==> src/cee_pkg.sv <==
`default_nettype none
package cee_pkg;

	localparam int unsigned FUNC_W   = 5;
	localparam int unsigned ADDR_W   = 64;
	localparam int unsigned KIND_W   = 2;
	localparam int unsigned COP_W    = 2;
	localparam int unsigned STAT_W   = 6;
	localparam int unsigned CODE_W   = 5;
	localparam int unsigned VAUPD_W  = 2;
	localparam int unsigned VPN_SH   = 13;
	localparam int unsigned VPN_W    = ADDR_W - VPN_SH;
	localparam int unsigned REGION_SH = 62;
	localparam int unsigned REGION_W = ADDR_W - REGION_SH;

	// exception kinds
	localparam logic [FUNC_W-1:0] FN_ADDR_ERR  = 5'd0;
	localparam logic [FUNC_W-1:0] FN_BREAK     = 5'd1;
	localparam logic [FUNC_W-1:0] FN_BUS       = 5'd2;
	localparam logic [FUNC_W-1:0] FN_COLD      = 5'd3;
	localparam logic [FUNC_W-1:0] FN_COP_UNUSE = 5'd4;
	localparam logic [FUNC_W-1:0] FN_FP        = 5'd5;
	localparam logic [FUNC_W-1:0] FN_OVF       = 5'd6;
	localparam logic [FUNC_W-1:0] FN_INT       = 5'd7;
	localparam logic [FUNC_W-1:0] FN_NMI       = 5'd8;
	localparam logic [FUNC_W-1:0] FN_RI        = 5'd9;
	localparam logic [FUNC_W-1:0] FN_RI_COP2   = 5'd10;
	localparam logic [FUNC_W-1:0] FN_SOFT      = 5'd11;
	localparam logic [FUNC_W-1:0] FN_SYS       = 5'd12;
	localparam logic [FUNC_W-1:0] FN_TLB_INV   = 5'd13;
	localparam logic [FUNC_W-1:0] FN_TLB_MISS  = 5'd14;
	localparam logic [FUNC_W-1:0] FN_TLB_MOD   = 5'd15;
	localparam logic [FUNC_W-1:0] FN_TRAP      = 5'd16;
	localparam logic [FUNC_W-1:0] FN_WATCH     = 5'd17;
	localparam logic [FUNC_W-1:0] FN_XTLB_MISS = 5'd18;

	// access kinds
	localparam logic [KIND_W-1:0] ACC_READ  = 2'd0;
	localparam logic [KIND_W-1:0] ACC_WRITE = 2'd1;
	localparam logic [KIND_W-1:0] ACC_FETCH = 2'd2;

	// status bit positions
	localparam int unsigned ST_EXL = 0;
	localparam int unsigned ST_ERL = 1;
	localparam int unsigned ST_BEV = 2;
	localparam int unsigned ST_SR  = 3;
	localparam int unsigned ST_TS  = 4;
	localparam int unsigned ST_RP  = 5;

	// cause codes
	localparam logic [CODE_W-1:0] EXC_INT   = 5'd0;
	localparam logic [CODE_W-1:0] EXC_MOD   = 5'd1;
	localparam logic [CODE_W-1:0] EXC_TLBL  = 5'd2;
	localparam logic [CODE_W-1:0] EXC_TLBS  = 5'd3;
	localparam logic [CODE_W-1:0] EXC_ADEL  = 5'd4;
	localparam logic [CODE_W-1:0] EXC_ADES  = 5'd5;
	localparam logic [CODE_W-1:0] EXC_IBE   = 5'd6;
	localparam logic [CODE_W-1:0] EXC_DBE   = 5'd7;
	localparam logic [CODE_W-1:0] EXC_SYS   = 5'd8;
	localparam logic [CODE_W-1:0] EXC_BP    = 5'd9;
	localparam logic [CODE_W-1:0] EXC_RI    = 5'd10;
	localparam logic [CODE_W-1:0] EXC_CPU   = 5'd11;
	localparam logic [CODE_W-1:0] EXC_OV    = 5'd12;
	localparam logic [CODE_W-1:0] EXC_TR    = 5'd13;
	localparam logic [CODE_W-1:0] EXC_FPE   = 5'd15;
	localparam logic [CODE_W-1:0] EXC_WATCH = 5'd23;

	localparam logic [COP_W-1:0] CE_COP2 = 2'd2;

	// bad address update kinds
	localparam logic [VAUPD_W-1:0] VA_NONE   = 2'd0;
	localparam logic [VAUPD_W-1:0] VA_VPN    = 2'd1;
	localparam logic [VAUPD_W-1:0] VA_REGION = 2'd2;

	// vectors
	localparam logic [ADDR_W-1:0] VEC_COMMON_BEV = 64'hFFFF_FFFF_BFC0_0380;
	localparam logic [ADDR_W-1:0] VEC_COMMON     = 64'hFFFF_FFFF_8000_0180;
	localparam logic [ADDR_W-1:0] VEC_RESET      = 64'hFFFF_FFFF_BFC0_0000;
	localparam logic [ADDR_W-1:0] VEC_TLB        = 64'hFFFF_FFFF_8000_0000;
	localparam logic [ADDR_W-1:0] VEC_TLB_BEV    = 64'hFFFF_FFFF_BFC0_0200;
	localparam logic [ADDR_W-1:0] VEC_XTLB       = 64'hFFFF_FFFF_8000_0080;
	localparam logic [ADDR_W-1:0] VEC_XTLB_BEV   = 64'hFFFF_FFFF_BFC0_0280;

	localparam logic [ADDR_W-1:0] INSN_BYTES = 64'd4;

	typedef struct packed {
		logic [FUNC_W-1:0] func;
		logic [ADDR_W-1:0] current_pc;
		logic              delay_slot;
		logic [ADDR_W-1:0] fault_address;
		logic [KIND_W-1:0] access_kind;
		logic [COP_W-1:0]  coprocessor_number;
		logic [STAT_W-1:0] status_in;
		logic [ADDR_W-1:0] error_return_pc;
	} evt_t;

	typedef struct packed {
		logic [ADDR_W-1:0]   next_pc;
		logic [STAT_W-1:0]   status_out;
		logic                epc_write;
		logic [ADDR_W-1:0]   epc_value;
		logic                branch_delay;
		logic                cause_code_write;
		logic [CODE_W-1:0]   cause_code;
		logic                ce_write;
		logic [COP_W-1:0]    coprocessor_error;
		logic [VAUPD_W-1:0]  vaddr_update;
		logic [VPN_W-1:0]    vpn2_value;
		logic [REGION_W-1:0] region_value;
	} res_t;

endpackage
`default_nettype wire

==> src/cee_evt_if.sv <==
`default_nettype none
interface cee_evt_if;
	import cee_pkg::*;

	logic              valid;
	logic              ready;
	logic [FUNC_W-1:0] func;
	logic [ADDR_W-1:0] current_pc;
	logic              delay_slot;
	logic [ADDR_W-1:0] fault_address;
	logic [KIND_W-1:0] access_kind;
	logic [COP_W-1:0]  coprocessor_number;
	logic [STAT_W-1:0] status_in;
	logic [ADDR_W-1:0] error_return_pc;

	modport source (
		output valid, func, current_pc, delay_slot, fault_address,
			access_kind, coprocessor_number, status_in, error_return_pc,
		input  ready
	);
	modport sink (
		input  valid, func, current_pc, delay_slot, fault_address,
			access_kind, coprocessor_number, status_in, error_return_pc,
		output ready
	);
endinterface
`default_nettype wire

==> src/cee_res_if.sv <==
`default_nettype none
interface cee_res_if;
	import cee_pkg::*;

	logic                valid;
	logic                ready;
	logic [ADDR_W-1:0]   next_pc;
	logic [STAT_W-1:0]   status_out;
	logic                epc_write;
	logic [ADDR_W-1:0]   epc_value;
	logic                branch_delay;
	logic                cause_code_write;
	logic [CODE_W-1:0]   cause_code;
	logic                ce_write;
	logic [COP_W-1:0]    coprocessor_error;
	logic [VAUPD_W-1:0]  vaddr_update;
	logic [VPN_W-1:0]    vpn2_value;
	logic [REGION_W-1:0] region_value;

	modport source (
		output valid, next_pc, status_out, epc_write, epc_value, branch_delay,
			cause_code_write, cause_code, ce_write, coprocessor_error, vaddr_update,
			vpn2_value, region_value,
		input  ready
	);
	modport sink (
		input  valid, next_pc, status_out, epc_write, epc_value, branch_delay,
			cause_code_write, cause_code, ce_write, coprocessor_error, vaddr_update,
			vpn2_value, region_value,
		output ready
	);
endinterface
`default_nettype wire

==> src/cpu_exception_entry_unit.sv <==
// Exception entry unit: turns one exception event into the next pc, the new
// status bits and the cp0 register updates (epc, branch delay, cause code,
// cause ce, badvaddr / vpn2 / region).
// Channels: evt (sink) carries one event item, res (source) one result item,
// both valid/ready; an item moves on a rising edge with valid and ready high.
// Every event gives exactly one result, in order.
// Pipeline: the event sits in the input register, then the decode and vector
// mux load the result register, whose valid bit drives res.valid.
// Throughput: one item per cycle; evt.ready is high whenever either stage is
// empty or the result register is being drained.
// Stall: when res.ready is low the result register holds; the input register
// takes one more item only if it is empty, then evt.ready drops until res drains.
// evt.ready is combinational from res.ready through the two stage valids.
// Reset (arst_n low) empties both stages; no result is pending afterward.
`default_nettype none
module cpu_exception_entry_unit (
	input  wire logic clk,
	input  wire logic arst_n,
	cee_evt_if.sink   evt,
	cee_res_if.source res
);
	import cee_pkg::*;

	logic valid_s1;
	logic valid_s2;
	evt_t evt_s1;
	res_t res_s2;
	res_t res_c;
	logic adv_s2;
	logic adv_s1;

	assign adv_s2    = !valid_s2 || res.ready;
	assign adv_s1    = !valid_s1 || adv_s2;
	assign evt.ready = adv_s1;

	always_ff @(posedge clk or negedge arst_n) begin
		if (!arst_n) begin
			valid_s1 <= 1'b0;
			valid_s2 <= 1'b0;
		end else begin
			if (adv_s1) begin
				valid_s1 <= evt.valid;
			end
			if (adv_s2) begin
				valid_s2 <= valid_s1;
			end
		end
	end

	always_ff @(posedge clk) begin
		if (adv_s1 && evt.valid) begin
			evt_s1.func               <= evt.func;
			evt_s1.current_pc         <= evt.current_pc;
			evt_s1.delay_slot         <= evt.delay_slot;
			evt_s1.fault_address      <= evt.fault_address;
			evt_s1.access_kind        <= evt.access_kind;
			evt_s1.coprocessor_number <= evt.coprocessor_number;
			evt_s1.status_in          <= evt.status_in;
			evt_s1.error_return_pc    <= evt.error_return_pc;
		end
		if (adv_s2 && valid_s1) begin
			res_s2 <= res_c;
		end
	end

	always_comb begin
		logic              bev;
		logic              exl;
		logic              known;
		logic [ADDR_W-1:0] common;
		logic [CODE_W-1:0] ls_code;
		logic [STAT_W-1:0] st;

		bev     = evt_s1.status_in[ST_BEV];
		exl     = evt_s1.status_in[ST_EXL];
		known   = (evt_s1.func <= FN_XTLB_MISS);
		common  = bev ? VEC_COMMON_BEV : VEC_COMMON;
		ls_code = (evt_s1.access_kind == ACC_WRITE) ? EXC_TLBS : EXC_TLBL;
		st      = evt_s1.status_in;

		res_c = '0;
		res_c.next_pc = common;

		if (known && !exl) begin
			res_c.epc_write    = 1'b1;
			res_c.epc_value    = evt_s1.delay_slot ?
				evt_s1.current_pc - INSN_BYTES : evt_s1.current_pc;
			res_c.branch_delay = evt_s1.delay_slot;
			st[ST_EXL]         = 1'b1;
		end

		// most kinds write both cause fields; cold and soft reset clear both below, nmi only the cause code
		res_c.cause_code_write = known;
		res_c.ce_write         = known;

		case (evt_s1.func)
			FN_ADDR_ERR: begin
				res_c.cause_code   = (evt_s1.access_kind == ACC_WRITE) ? EXC_ADES : EXC_ADEL;
				res_c.vaddr_update = VA_REGION;
			end
			FN_BREAK: res_c.cause_code = EXC_BP;
			FN_BUS: res_c.cause_code = (evt_s1.access_kind == ACC_FETCH) ? EXC_IBE : EXC_DBE;
			FN_COLD: begin
				res_c.next_pc          = VEC_RESET;
				res_c.cause_code_write = 1'b0;
				res_c.ce_write         = 1'b0;
				st[ST_RP]              = 1'b0;
				st[ST_SR]              = 1'b0;
				st[ST_TS]              = 1'b0;
				st[ST_ERL]             = 1'b1;
				st[ST_BEV]             = 1'b1;
			end
			FN_COP_UNUSE: begin
				res_c.cause_code        = EXC_CPU;
				res_c.coprocessor_error = evt_s1.coprocessor_number;
			end
			FN_FP: res_c.cause_code = EXC_FPE;
			FN_OVF: res_c.cause_code = EXC_OV;
			FN_INT: res_c.cause_code = EXC_INT;
			FN_NMI: begin
				res_c.next_pc          = evt_s1.error_return_pc;
				res_c.cause_code_write = 1'b0;
				st[ST_TS]              = 1'b0;
				st[ST_ERL]             = 1'b1;
				st[ST_SR]              = 1'b1;
				st[ST_BEV]             = 1'b1;
			end
			FN_RI: res_c.cause_code = EXC_RI;
			FN_RI_COP2: begin
				res_c.cause_code        = EXC_RI;
				res_c.coprocessor_error = CE_COP2;
			end
			FN_SOFT: begin
				res_c.next_pc          = evt_s1.status_in[ST_ERL] ?
					VEC_RESET : evt_s1.error_return_pc;
				res_c.cause_code_write = 1'b0;
				res_c.ce_write         = 1'b0;
				st[ST_RP]              = 1'b0;
				st[ST_TS]              = 1'b0;
				st[ST_BEV]             = 1'b1;
				st[ST_ERL]             = 1'b1;
				st[ST_SR]              = 1'b1;
			end
			FN_SYS: res_c.cause_code = EXC_SYS;
			FN_TLB_INV: begin
				res_c.cause_code   = ls_code;
				res_c.vaddr_update = VA_VPN;
			end
			FN_TLB_MISS: begin
				// refill vector only when exl was clear, else the common one
				if (!exl) begin
					res_c.next_pc = bev ? VEC_TLB_BEV : VEC_TLB;
				end
				res_c.cause_code   = ls_code;
				res_c.vaddr_update = VA_VPN;
			end
			FN_TLB_MOD: begin
				res_c.cause_code   = EXC_MOD;
				res_c.vaddr_update = VA_VPN;
			end
			FN_TRAP: res_c.cause_code = EXC_TR;
			FN_WATCH: res_c.cause_code = EXC_WATCH;
			FN_XTLB_MISS: begin
				if (!exl) begin
					res_c.next_pc = bev ? VEC_XTLB_BEV : VEC_XTLB;
				end
				res_c.cause_code   = ls_code;
				res_c.vaddr_update = VA_REGION;
			end
			default: begin
				// not an exception: pass the pc through, touch nothing
				res_c.next_pc = evt_s1.current_pc;
			end
		endcase

		res_c.status_out = st;
		if (res_c.vaddr_update != VA_NONE) begin
			res_c.vpn2_value = evt_s1.fault_address[ADDR_W-1:VPN_SH];
		end
		if (res_c.vaddr_update == VA_REGION) begin
			res_c.region_value = evt_s1.fault_address[ADDR_W-1:REGION_SH];
		end
	end

	assign res.valid             = valid_s2;
	assign res.next_pc           = res_s2.next_pc;
	assign res.status_out        = res_s2.status_out;
	assign res.epc_write         = res_s2.epc_write;
	assign res.epc_value         = res_s2.epc_value;
	assign res.branch_delay      = res_s2.branch_delay;
	assign res.cause_code_write  = res_s2.cause_code_write;
	assign res.cause_code        = res_s2.cause_code;
	assign res.ce_write          = res_s2.ce_write;
	assign res.coprocessor_error = res_s2.coprocessor_error;
	assign res.vaddr_update      = res_s2.vaddr_update;
	assign res.vpn2_value        = res_s2.vpn2_value;
	assign res.region_value      = res_s2.region_value;

endmodule
`default_nettype wire

==> src/flat_wrapper.sv <==
// flat-port wrapper written by rule: the top's interface ports become plain ports
module cpu_exception_entry_unit_flat import cee_pkg::*;
  (clk, arst_n, evt_valid, evt_func, evt_current_pc, evt_delay_slot, evt_fault_address, evt_access_kind, evt_coprocessor_number, evt_status_in, evt_error_return_pc, evt_ready, res_valid, res_next_pc, res_status_out, res_epc_write, res_epc_value, res_branch_delay, res_cause_code_write, res_cause_code, res_ce_write, res_coprocessor_error, res_vaddr_update, res_vpn2_value, res_region_value, res_ready);
  cee_evt_if evt_i ();
  cee_res_if res_i ();
  input  wire logic clk;
  input  wire logic arst_n;
  input wire logic [$bits(evt_i.valid)-1:0] evt_valid;
  input wire logic [$bits(evt_i.func)-1:0] evt_func;
  input wire logic [$bits(evt_i.current_pc)-1:0] evt_current_pc;
  input wire logic [$bits(evt_i.delay_slot)-1:0] evt_delay_slot;
  input wire logic [$bits(evt_i.fault_address)-1:0] evt_fault_address;
  input wire logic [$bits(evt_i.access_kind)-1:0] evt_access_kind;
  input wire logic [$bits(evt_i.coprocessor_number)-1:0] evt_coprocessor_number;
  input wire logic [$bits(evt_i.status_in)-1:0] evt_status_in;
  input wire logic [$bits(evt_i.error_return_pc)-1:0] evt_error_return_pc;
  output wire logic [$bits(evt_i.ready)-1:0] evt_ready;
  output wire logic [$bits(res_i.valid)-1:0] res_valid;
  output wire logic [$bits(res_i.next_pc)-1:0] res_next_pc;
  output wire logic [$bits(res_i.status_out)-1:0] res_status_out;
  output wire logic [$bits(res_i.epc_write)-1:0] res_epc_write;
  output wire logic [$bits(res_i.epc_value)-1:0] res_epc_value;
  output wire logic [$bits(res_i.branch_delay)-1:0] res_branch_delay;
  output wire logic [$bits(res_i.cause_code_write)-1:0] res_cause_code_write;
  output wire logic [$bits(res_i.cause_code)-1:0] res_cause_code;
  output wire logic [$bits(res_i.ce_write)-1:0] res_ce_write;
  output wire logic [$bits(res_i.coprocessor_error)-1:0] res_coprocessor_error;
  output wire logic [$bits(res_i.vaddr_update)-1:0] res_vaddr_update;
  output wire logic [$bits(res_i.vpn2_value)-1:0] res_vpn2_value;
  output wire logic [$bits(res_i.region_value)-1:0] res_region_value;
  input wire logic [$bits(res_i.ready)-1:0] res_ready;
  assign evt_i.valid = evt_valid;
  assign evt_i.func = evt_func;
  assign evt_i.current_pc = evt_current_pc;
  assign evt_i.delay_slot = evt_delay_slot;
  assign evt_i.fault_address = evt_fault_address;
  assign evt_i.access_kind = evt_access_kind;
  assign evt_i.coprocessor_number = evt_coprocessor_number;
  assign evt_i.status_in = evt_status_in;
  assign evt_i.error_return_pc = evt_error_return_pc;
  assign evt_ready = evt_i.ready;
  assign res_valid = res_i.valid;
  assign res_next_pc = res_i.next_pc;
  assign res_status_out = res_i.status_out;
  assign res_epc_write = res_i.epc_write;
  assign res_epc_value = res_i.epc_value;
  assign res_branch_delay = res_i.branch_delay;
  assign res_cause_code_write = res_i.cause_code_write;
  assign res_cause_code = res_i.cause_code;
  assign res_ce_write = res_i.ce_write;
  assign res_coprocessor_error = res_i.coprocessor_error;
  assign res_vaddr_update = res_i.vaddr_update;
  assign res_vpn2_value = res_i.vpn2_value;
  assign res_region_value = res_i.region_value;
  assign res_i.ready = res_ready;
  cpu_exception_entry_unit u_core (.clk(clk), .arst_n(arst_n), .evt(evt_i), .res(res_i));
endmodule
==> config.mk <==
export PLATFORM = sky130hd
export DESIGN_NAME = cpu_exception_entry_unit_flat
export DESIGN_NICKNAME = d
export VERILOG_FILES = /design/src/cee_pkg.sv /design/src/cee_evt_if.sv /design/src/cee_res_if.sv /design/src/cpu_exception_entry_unit.sv /design/src/flat_wrapper.sv
export SDC_FILE = /design/constraint.sdc
export NUM_CORES = 1
export LEC_CHECK = 0
export BUFFER_PORTS_ARGS = -buffer_cell sky130_fd_sc_hd__buf_2
export CELL_PAD_IN_SITES_DETAIL_PLACEMENT = 0
export CELL_PAD_IN_SITES_GLOBAL_PLACEMENT = 1
export CORE_MARGIN = 4
export CORE_UTILIZATION = 40
export DETAILED_ROUTE_END_ITERATION = 10
export PLACE_DENSITY = 0.76
export SYNTH_ARGS = -nofsm -noshare
export SYNTH_HDL_FRONTEND = slang
export SYNTH_SLANG_ARGS = --single-unit
==> constraint.sdc <==
create_clock -name clk -period 6.15 [get_ports clk]
set_input_delay 0.615 -clock clk [delete_from_list [all_inputs] [get_ports clk]]
set_output_delay 0.615 -clock clk [all_outputs]
set_load 0.01 [all_outputs]
==> flow_summary_export.csv <==
group,metric,value,unit
run_status,status,"complete, no violations",
placed_design,place_inst,1854,
sta,finalCriticalPeriod,3.51,ns
layout,num-fill-cells,3254,
sta,fin_crit_sh,57.0,%
pwr,p_per_area,326,mW/mm²
sta,relSlewSlack,26.8,%
cts,cts_buffer_depth,3,
hold_path,holdPathStages,1,
placed_design,port_buffers,400,
setup_path,end_kind,"flop",
global_routing,grt_use_total,18.8,%
layout,drive_gt1_share,34.4,%
logic_synthesis,syn_area_per_cell,15.7,µm²
logic_synthesis,yosys.area_share.simple,12.8,%
setup_path,ff2ff_path_depth,5,
route,num_vias,9761,
route,drc_errors,0,
sta,rsz0062_at_grt,"false",
route,first_pass_iters,5,
route,drt_iter0_drc,452,
cts,cts_buffers,42,
logic_synthesis,synthFlopType,"edfxtp_1",
sta,fin_skew,0.0158,ns
logic_synthesis,yosysWarnings,0,
placed_design,hpwl,27700,µm
global_routing,grt_pass1_vias,9916,
sta,slew_violations,0,
cts,tritoncts,"done",
cts,cts_root_buf,"clkbuf_16",
cts,cts-htree-levels,2,
logic_synthesis,syn_nets,1191,
floorplanning,die_h,204,µm
layout,seqCellArea,0.0119,mm²
global_routing,grt_antenna_before_repair,9,
setup_path,regToRegStartpoint,"u_core.evt_s1[150]",
floorplanning,start_util,40.6,%
logic_synthesis,synthCells,978,
sta,clock.fmax,285,MHz
pwr,ir_drop,254,µV
logic_synthesis,synth.ff_latch_count,397,
hold_path,min_from,"evt_current_pc[9]",
setup_path,r2r_end,"u_core.res.epc_value[59]",
route,drtAntennaViolNets,0,
floorplanning,dieArea,0.0415,mm²
layout,synthToLayoutAreaGrowth,25.9,%
global_routing,globalRouteOverflowTotal,0,
setup_path,cp.required,6.52,ns
global_routing,grt_max_degree,116,
cts,clkTransAtPathRegs,0.06,ns
placed_design,post_dp_cell_area,0.0179,mm²
layout,multiInputGateArea,0.00325,mm²
logic_synthesis,synthDistinctLibCells,58,
global_routing,grt_pass1_wl,59500,µm
placed_design,globalplace.congestion,0.775,
run,drv_cap,0,
hold_path,hold_path.class,"in2reg",
route,wirelength,40200,µm
setup_path,reg2reg_slack,2.64,ns
route,wl_per_cell,20.8,µm
logic_synthesis,synth-edff-count,395,
floorplanning,core_region_area,0.0377,mm²
hold_path,min_to,"u_core.evt_s1[148]",
sta,hold_viol_final,0,
logic_synthesis,synth_fa_ha_area_share,0.0817,%
route,post_drt_via_cell_ratio,5.05,
logic_synthesis,ys_seq_area_share,77.8,%
layout,nNetsFinal,1601,
logic_synthesis,synthArstFlopShare,0.504,%
layout,stdcell_area,0.0193,mm²
cts,clock_sinks,397,
floorplanning,rows,71,
sta,tns,0,ns
cts,insertion_delay,0.56,ns
logic_synthesis,synth_compound_area_share,6.10,%
logic_synthesis,synth-xor-area-share,1.95,%
floorplanning,io_pins,414,
logic_synthesis,synth_top_family_by_area,"simple AND/OR/NAND/NOR gates",
logic_synthesis,syn_area,0.0153,mm²
setup_path,crit_arrival,3.88,ns
floorplanning,die_x,204,µm
setup_path,cp-startpoint,"u_core.evt_s1[150]",
sta,setup_viol,0,
logic_synthesis,synth_mux_area_share,0,%
layout,instances_no_fill,1933,
sta,tightest_slew,1.10,ns
pwr,power.leakage,7.18,nW
setup_path,startpoint_type,"flop",
setup_path,crit_fanout,32,
setup_path,path_class,"reg2reg",
## stage by stage
| stage | power, mW | setup slack [ns] | hold WS, ns | utilization (%) |
|---|---|---|---|---|
| 5_1_grt | 6.53 | 2.43 | 0.207 | 51.1 |
| 3_3_place_gp | 3.88 | 2.66 | 0.400 | 47.6 |
| 3_5_place_dp | 3.89 | 2.56 | 0.402 | 47.6 |
| 6_report | 6.28 | 2.64 | 0.231 | 51.2 |
| 4_1_cts | 6.36 | 2.55 | 0.191 | 51.1 |
| 2_1_floorplan | 3.63 | 0.287 | 0.319 | - |
## cell usage in the layout (no fill, tap or decap), types with 18 or more instances in the layout
cell type and count:
and2_1 62, or4_1 27, nand2_1 69, nor2_1 68, a21oi_1 45, edfxtp_1 395
xor2_1 21, buf_2 400, or3_1 22, clkbuf_16 45, nand3_1 28, o21ai_0 18
a22o_1 18
## synth_stat cells, types with 3 or more instances
master	n	area share, %
o21ai_0	20	0.65
nor4_1	9	0.37
or2_1	3	0.12
nand2_1	69	1.7
or3_1	22	0.90
o22a_1	14	0.80
inv_1	5	0.12
edfxtp_1	395	77
buf_1	3	0.074
clkbuf_1	39	0.96
or4_1	27	1.3
xnor2_1	13	0.74
nand3b_1	6	0.29
or2_2	6	0.25
o21ai_1	8	0.26
nand4_1	6	0.25
and2_1	64	2.6
nand3_1	28	0.92
xor2_1	21	1.2
a21oi_1	45	1.5
nor3_1	11	0.36
and4_1	3	0.17
a22o_1	18	1.0
nor2b_1	6	0.25
nand2b_1	9	0.37
nor2_1	68	1.7
nor4_4	3	0.42
o31ai_1	16	0.78
## routing by layer
layer / vias to the layer above / global-route usage (%) / share of wire (%)
met3: 73 / 6.15 / 8.3
met2: 349 / 30.3 / 48
met4: 12 / 6.50 / 2.5
li1: 4572 / - / -
met1: 4755 / 24.0 / 41
met5: - / 0 / 0.20
## worst max-delay path by stage
stage          slack, ns  depth (start not counted)                       end
2_1_floorplan       0.29                          2          u_core.evt_s1[0]
3_3_place_gp        2.66                          5   u_core.res.epc_value[3]
3_5_place_dp        2.56                          5   u_core.res.epc_value[3]
4_1_cts             2.55                          5   u_core.res.epc_value[3]
5_1_grt             2.43                          5   u_core.res.epc_value[3]
6_report            2.64                          5  u_core.res.epc_value[59]
## critical path, stage by stage, from the launching register on
cell and delay (ns):
edfxtp_1 0.44, or4_1 0.70, nor2_1 0.45, nand4_2 0.76, or4_1 0.77, a21oi_1 0.18
## where the power goes
part           switching [mW]  total, mW  internal [mW]
clock network            1.01       2.45           1.44
registers              0.0939       3.32           3.22
logic                   0.317      0.505          0.188
total                    1.42       6.28           4.85
## repair_timing
item	4_1_cts	5_1_grt
hold endpoints to repair	2	0
hold buffers	1	0
buffers inserted	0	0
gates resized for setup	0	0
## cells by family after synthesis
kind of cell | after synthesis
simple gates | 353
buf+inv | 51
flops | 397
fa+ha+maj | 1
xor+xnor | 34
compound gates | 142
## registers in the layout, indices dropped and copies added, names as in the netlist
signal	flops
u_core.res.valid	1
u_core.res.cause_code_write	1
u_core.res.next_pc	64
u_core.res.ce_write	1
u_core.res.epc_value	64
u_core.res.epc_write	1
u_core.res.cause_code	5
u_core.evt_s1	195
u_core.res.region_value	2
u_core.valid_s1	1
u_core.res.vpn2_value	51
u_core.res.vaddr_update	2
u_core.res.branch_delay	1
u_core.res.coprocessor_error	2
u_core.res.status_out	6
## cell type report
type / instances / share of cell area, %
timing repair buffer: 411 / 11.0
multi-input combinational: 530 / 16.9
sequential: 397 / 61.8
clock buffer: 61 / 6.26
inverter: 6 / 0.117
antenna: 4 / 0.0520
tap: 511 / 3.32
clock inverter: 13 / 0.591
Power figures use the tool's default switching activity.
